--- src/rtl/core/assert_macros.svh ---
// ---------------------------------------------------------------------------
// assert_macros.svh
// assertion helpers for the pipe pool, empty when synthesised
// ---------------------------------------------------------------------------
`ifndef ASSERT_MACROS_SVH
`define ASSERT_MACROS_SVH

`ifndef SYNTHESIS

// property that must hold on every edge out of reset
`define ASSERT_ALWAYS(lbl, clk, rst, prop) \
  lbl: assert property (@(posedge clk) disable iff (rst) (prop)) \
    else $error("assertion failed");

// consequence that must hold after the antecedent (non-overlapping implication)
`define ASSERT_NEXT(lbl, clk, rst, ante, cons) \
  lbl: assert property (@(posedge clk) disable iff (rst) (ante) |=> (cons)) \
    else $error("assertion failed");

`else

`define ASSERT_ALWAYS(lbl, clk, rst, prop)

`define ASSERT_NEXT(lbl, clk, rst, ante, cons)

`endif

`endif

--- src/rtl/core/ppbf_pkg.sv ---
// ---------------------------------------------------------------------------
// ppbf_pkg
// shared types, sizes and codes of the pipe pool byte fifo
// ---------------------------------------------------------------------------
`timescale 1ns / 1ps

package ppbf_pkg;

  // pool sizing
  localparam int NUM_PIPES = 16;
  localparam int BUF_DEPTH = 256;
  localparam int REF_MAX   = 255;

  // field widths of a beat
  localparam int OP_W    = 3;
  localparam int ID_W    = 4;
  localparam int BYTE_W  = 8;
  localparam int STAT_W  = 3;
  localparam int TALLY_W = 9;

  // derived widths
  localparam int PIPE_W  = (NUM_PIPES > 1) ? $clog2(NUM_PIPES) : 1;
  localparam int PTR_W   = $clog2(BUF_DEPTH);
  localparam int FILL_W  = PTR_W + 1;
  localparam int REF_W   = $clog2(REF_MAX + 1);
  localparam int ADDR_W  = PIPE_W + PTR_W;
  localparam int STORE_D = NUM_PIPES * BUF_DEPTH;
  localparam int TALLY_MAX = (1 << TALLY_W) - 1;

  // operation codes on the input
  typedef enum logic [OP_W-1:0] {
    OP_CREATE  = 3'd0,
    OP_WRITE   = 3'd1,
    OP_READ    = 3'd2,
    OP_DUP_W   = 3'd3,
    OP_DUP_R   = 3'd4,
    OP_CLOSE_W = 3'd5,
    OP_CLOSE_R = 3'd6
  } op_t;

  // result status codes
  typedef enum logic [STAT_W-1:0] {
    ST_OK     = 3'd0,
    ST_BADF   = 3'd1,
    ST_PIPE   = 3'd2,
    ST_AGAIN  = 3'd3,
    ST_EOF    = 3'd4,
    ST_NOPIPE = 3'd5
  } status_t;

  // command class decided by the front end
  typedef enum logic [2:0] {
    K_NONE,
    K_CREATE,
    K_WRITE,
    K_READ,
    K_DUP_W,
    K_DUP_R,
    K_CLOSE_W,
    K_CLOSE_R
  } cmd_kind_t;

  // one classified command in the queue
  typedef struct packed {
    cmd_kind_t         kind;
    logic [ID_W-1:0]   pipe_id;
    logic [BYTE_W-1:0] data;
    logic              fin;
  } cmd_t;

  // back end sequencer states
  typedef enum logic {
    BK_RUN,
    BK_READ
  } back_state_t;

endpackage

--- src/rtl/core/ppbf_front.sv ---
// ---------------------------------------------------------------------------
// ppbf_front
// accepts input beats, classifies the op and holds them in a two entry queue
// ---------------------------------------------------------------------------
`timescale 1ns / 1ps
`include "assert_macros.svh"

module ppbf_front (
  input  logic                      clk,
  input  logic                      rst,
  input  logic                      in_valid,
  output logic                      in_stall,
  input  logic [ppbf_pkg::OP_W-1:0]   op,
  input  logic [ppbf_pkg::ID_W-1:0]   pipe_id,
  input  logic [ppbf_pkg::BYTE_W-1:0] wr_byte,
  input  logic                      final_byte,
  output logic                      q_valid,
  output ppbf_pkg::cmd_t            q_cmd,
  input  logic                      pop
);
  import ppbf_pkg::*;

  cmd_t       slot [2];
  logic       wptr;
  logic       rptr;
  logic [1:0] count;
  logic       push;
  cmd_t       cls;

  // classify the incoming op
  always_comb begin
    cls.pipe_id = pipe_id;
    cls.data    = wr_byte;
    cls.fin     = final_byte;
    case (op)
      OP_CREATE:  cls.kind = K_CREATE;
      OP_WRITE:   cls.kind = K_WRITE;
      OP_READ:    cls.kind = K_READ;
      OP_DUP_W:   cls.kind = K_DUP_W;
      OP_DUP_R:   cls.kind = K_DUP_R;
      OP_CLOSE_W: cls.kind = K_CLOSE_W;
      OP_CLOSE_R: cls.kind = K_CLOSE_R;
      default:    cls.kind = K_NONE;
    endcase
  end

  // queue handshakes
  assign in_stall = (count == 2'd2);
  assign push     = in_valid && !in_stall;
  assign q_valid  = (count != 2'd0);
  assign q_cmd    = slot[rptr];

  // queue pointers and occupancy
  always_ff @(posedge clk) begin
    if (rst) begin
      wptr  <= 1'b0;
      rptr  <= 1'b0;
      count <= 2'd0;
    end else begin
      if (push) begin
        wptr <= ~wptr;
      end
      if (pop) begin
        rptr <= ~rptr;
      end
      case ({push, pop})
        2'b10:   count <= count + 2'd1;
        2'b01:   count <= count - 2'd1;
        default: count <= count;
      endcase
    end
  end

  // queue storage
  always_ff @(posedge clk) begin
    if (push) begin
      slot[wptr] <= cls;
    end
  end

  `ASSERT_ALWAYS(a_count_bound, clk, rst, count <= 2'd2)
  `ASSERT_ALWAYS(a_no_pop_empty, clk, rst, !pop || (count != 2'd0))
  `ASSERT_NEXT(a_push_grows, clk, rst, push && !pop, count == $past(count) + 2'd1)

endmodule

--- config.mk ---
export PLATFORM = sky130hd
export DESIGN_NAME = ppbf_front
export DESIGN_NICKNAME = d
export VERILOG_FILES = /design/src/rtl/core/ppbf_pkg.sv /design/src/rtl/core/ppbf_front.sv
export VERILOG_INCLUDE_DIRS = /design/src /design/src/rtl/core
export SDC_FILE = /design/constraint.sdc
export NUM_CORES = 1
export LEC_CHECK = 0
export CAP_MARGIN = 20
export CORE_ASPECT_RATIO = 0.9
export CORE_MARGIN = 1
export CORE_UTILIZATION = 45
export CTS_CLUSTER_DIAMETER = 200
export DETAILED_ROUTE_END_ITERATION = 8
export DONT_BUFFER_PORTS = 1
export GPL_ROUTABILITY_DRIVEN = 0
export GPL_TIMING_DRIVEN = 0
export PLACE_DENSITY = 0.72
export REMOVE_ABC_BUFFERS = 1
export SLEW_MARGIN = 20
export SYNTH_ARGS = -nofsm -noshare
export SYNTH_HDL_FRONTEND = slang
export SYNTH_SLANG_ARGS = --single-unit
--- constraint.sdc ---
create_clock -name clk -period 1.5 [get_ports clk]
set_input_delay 0.15 -clock clk [delete_from_list [all_inputs] [get_ports clk]]
set_output_delay 0.15 -clock clk [all_outputs]
set_load 0.1 [all_outputs]
After elaboration in Yosys (flattened, before gate mapping) --
Memory sizes are Yosys's and may differ from the RTL's. A register that Yosys moved wholly into a read port is not among the register bits. Cells that the tools add are included.
Storage, ports and cells: bits in registers 4, memory bits (writable) 32, output and inout bits 18, memories 1
Operators by class: $add $sub $neg 2, equal/unequal tests 9, multiplexer cells 6, bitwise gates (word level) 2, reduce and logical (&&, ||, !) cells 5
Memory list:
- slot | words 2, width 16, read ports 1, clocked after memory_dff 1, wr ports 1, RTL line ppbf_front.sv:23 | cmd_t slot [2];
Operators with widths (count):
- 3-bit one-hot mux with 7 select lines | 1
- 3-bit == test, second input constant | 3
- 3-bit by 2-bit == test with 1-bit output, second input constant | 2
- 2-bit == test, second input constant | 2
- 1-bit two-way mux | 4
- 2-bit one-hot mux with 2 select lines | 1
- 2-bit nonzero test | 2
- 3-bit by 1-bit == test with 1-bit output, second input constant | 1
- 3-bit logical NOT | 1
- 2-bit by 1-bit adder with 2-bit output, second input constant | 1
- 2-bit by 1-bit == test with 1-bit output, second input constant | 1
- 1-bit inverter | 2
- 2-bit by 1-bit subtractor with 2-bit output, second input constant | 1
- 1-bit logical AND | 1
- 1-bit logical NOT | 1

Logic depth before layout (Yosys ltp) --
depth in word-level cells 5, depth in mapped cells 6

Worst setup path before layout --
No wires, ideal clock.
kind register to register, from reg count[0], to mem slot[0][0] (netlist name), enable pin, data arrival time 1.430 ns, required time 1.136 ns, path slack -0.294 ns, stages on the path, launching flop included 5, clock period less this slack 1.794 ns, path through dfxtp_1 -> nand2b_2 -> inv_2 -> or3_1 -> inv_1
Between the ends: cells in the longest elaborated chain, start to end 5
RTL lines:
- from (decl) | RTL line ppbf_front.sv:26 | logic [1:0] count;
- from (signal assigned) | RTL line ppbf_front.sv:67 | 2'b10: count <= count + 2'd1;
- from (signal assigned) | RTL line ppbf_front.sv:68 | 2'b01: count <= count - 2'd1;
- from (signal assigned) | RTL line ppbf_front.sv:69 | default: count <= count;
- 2-bit == test | RTL line ppbf_front.sv:48 | assign in_stall = (count == 2'd2);
- named net in_stall | RTL line ppbf_front.sv:12 | output logic in_stall,
- 1-bit logical NOT | RTL line ppbf_front.sv:49 | assign push = in_valid && !in_stall;
- 1-bit logical AND | RTL line ppbf_front.sv:49
- 1-bit two-way mux | RTL line ppbf_front.sv:76 | if (push) begin
- 1-bit two-way mux (implied by the code) | RTL line ppbf_front.sv:77 | slot[wptr] <= cls;
- to (decl) | RTL line ppbf_front.sv:23
The timed path passes the listed nets, and every way through them passes these cells.

Final worst setup path --
from reg count[0], to mem slot[0][8] (netlist name), enable pin
Same word-level chain as after synthesis.

==> reports/metrics.csv <==
metric,value,unit
ios,38,
final_core_util,64.33,%
clk_root_buffer_cell,clkbuf_4,
slew_headroom,66.10,%
dr.pass1.iters,3,
num_vias,725,
drtIter0Drc,19,
die_x,60.69,um
port-buffer-count,0,
clock_latency,0.32,ns
setup_viol,0,
hp-class,in2reg,
path_class,reg2reg,
switching_share,36.77,%
synth_top_area_share,68.88,%
wl,2.178,mm
slew_violations,0,
synth_top_area_cell,edfxtp_1,
grt_max_degree,17,
min_period,1.490,ns
max-clock-path-buffers,2,
finalCritPeriodShare,99.31,%
cp_max_fo,16,
hold_viol_final,0,
antenna_found_initial,0,
reg2reg_from,count[0],
hold-path-cell-count,1,
p_sw,1.055,mW
ys.flop_type,edfxtp_1,
end_kind,flop,
yosys_warnings,0,
place_ws,-0.5500,ns
ys_seq_area_share,76.05,%
grt_util_all_layers,13.49,%
share_comb_of_total_power,33.4,%
dp_hpwl,1.227,mm
rsz0062_at_grt,true,
die_h,54.82,um
maxCapViolCount,0,
ys_types,17,
r2r_cells,5,
min_from,op[0],
synthCells,79,
ctsHtreeMaxLevel,2,
wl_per_cell,14.92,um
leakagePower,0.6788,nW
overflow,0,
fin_ws,0.01041,ns
ys_top_cells_by_area,"edfxtp_1 (69%), mux2_2 (13%), dfxtp_1 (7.2%), xnor2_1 (1.9%), xor2_1 (1.3%)",
clkSinkCount,37,
ys_ff_latch,37,
ant_nets,0,
syn2layout_area_growth,30.85,%
diodes,0,
status,finished clean,
power.total,2.870,mW
r2r_end,slot[0][8],
clock_skew,0.006140,ns
vias_per_cell,4.966,
synth_edf_count,32,
syn_avg_cell_area,17.66,sq um
grt_pass1_vias,720,
async_flop_share,0,%
required,1.54,ns
start_util,49.16,%
cts.clk_slew.worst_paths,0.11,ns
vdd_drop_max,0.0009142,V
netlist_area,0.001395,sq mm
cts_tree,yes,
holdPathEnd,slot[1][14],
layout-drive-gt1-share,32.08,%
final_cell_count_no_fill,146,
pwr-share-clk,22.4,%
grt_pass1_wl,2.939,mm
power.share.sequential,44.2,%
drc_errors,0,
power.density,1572,mW/mm^2
cts_buffers,5,
rrSetupSlack,0.01,ns
worst_pin_slew,0.5115,ns
power.internal,1.814,mW
core.rowCount,18,
arrival,1.53,ns
fill_cells,215,
nets,126,
core_area,0.002838,sq mm
holdWs,0.03378,ns
critPathLaunchType,flop,
dp.cells,117,
dieArea,0.003327,sq mm
yosys-top-cells-count,"edfxtp_1 (32), mux2_2 (16), dfxtp_1 (5)",
synth_most_common_cell,edfxtp_1,
max_freq,0.6713,GHz
==> power by group through the flow <==
stage          clock network, mW  logic [mW]  registers (mW)
6_report                   0.642       0.958            1.27
5_1_grt                    0.695       0.992            1.28
4_1_cts                    0.655       0.877            1.28
3_5_place_dp                   0       0.776            1.31
3_3_place_gp                   0       0.770            1.30
2_1_floorplan                  0       0.742            1.29
==> cell type report <==
cell class	instances	area, sq um	share of cell area (%)
well taps	40	50.05	2.742
clock inverters	2	33.78	1.851
flip-flops and latches	37	1066	58.40
multi-input cells	36	380.4	20.84
inverters	4	26.28	1.439
repair buffers	21	227.7	12.47
clock buffers	6	41.29	2.262
==> worst max path at each step <==
stage,startpoint,endpoint,slack [ns],depth (start not counted)
6_report,count[0],slot[0][8],0.01,5
2_1_floorplan,count[0],slot[0][0],-0.29,4
4_1_cts,flop,q_cmd[14],-0.1,1
3_5_place_dp,count[0],slot[0][2],-0.55,4
5_1_grt,count[0],slot[0][0],-0.03,5
3_3_place_gp,count[0],slot[0][2],-0.49,4
==> cell usage in the layout, fill, tap and decap left out, types with 2 or more instances in the layout <==
| cell | n |
|---|---|
| buf_8 | 2 |
| inv_1 | 2 |
| dlygate4sd3_1 | 17 |
| clkbuf_4 | 5 |
| o21ai_0 | 2 |
| edfxtp_1 | 32 |
| dfxtp_1 | 3 |
| a21oi_1 | 2 |
| xor2_1 | 2 |
| xnor2_1 | 3 |
| nor2_1 | 3 |
| nand2_1 | 2 |
| mux2_4 | 16 |
==> cells by family after synthesis <==
| logic type | synth area share [%] |
|---|---|
| adder cells (fa/ha/maj) | 0.8967 |
| multiplexers | 12.91 |
| AND/OR/NAND/NOR | 3.768 |
| XOR/XNOR | 3.140 |
| buffers and inverters | 1.793 |
| AO/OA/AOI/OAI | 1.435 |
| flip-flops | 76.05 |
==> per-stage QoR <==
step                TNS, ns  instance area [sq um]
floorplan            -4.708                   1385
global placement     -10.44                   1435
detailed placement   -11.91                   1435
CTS                  -1.415                   1737
global route        -0.2995                   1826
finish                    0                   1826
==> routing by layer <==
metal	global-route usage (%)	routed length [um]
met1	11.92	834
met3	5.910	144
met4	9.091	36
met2	24.73	1163
met5	0	0
==> registers in the layout (all words and copies together) (netlist names), named ones only <==
name and flops:
wptr 1, rptr 1, slot 32, count 2
==> repair_timing <==
item                       4_1_cts  5_1_grt
cloned                           0        0
setup endpoints to repair       49       33
hold endpoints to repair        33        0
hold buffers                    17        0
resized for setup               10       19
buffers inserted                 2        2
pin swaps                        0        1
==> critical path: stages (launching register included) <==
cell	delay (ns)
dfxtp_2	0.34
nand2b_4	0.15
inv_8	0.09
or3_4	0.36
clkinvlp_4	0.09
buf_12	0.15
Note: power is estimated with default switching activity, not from simulation.
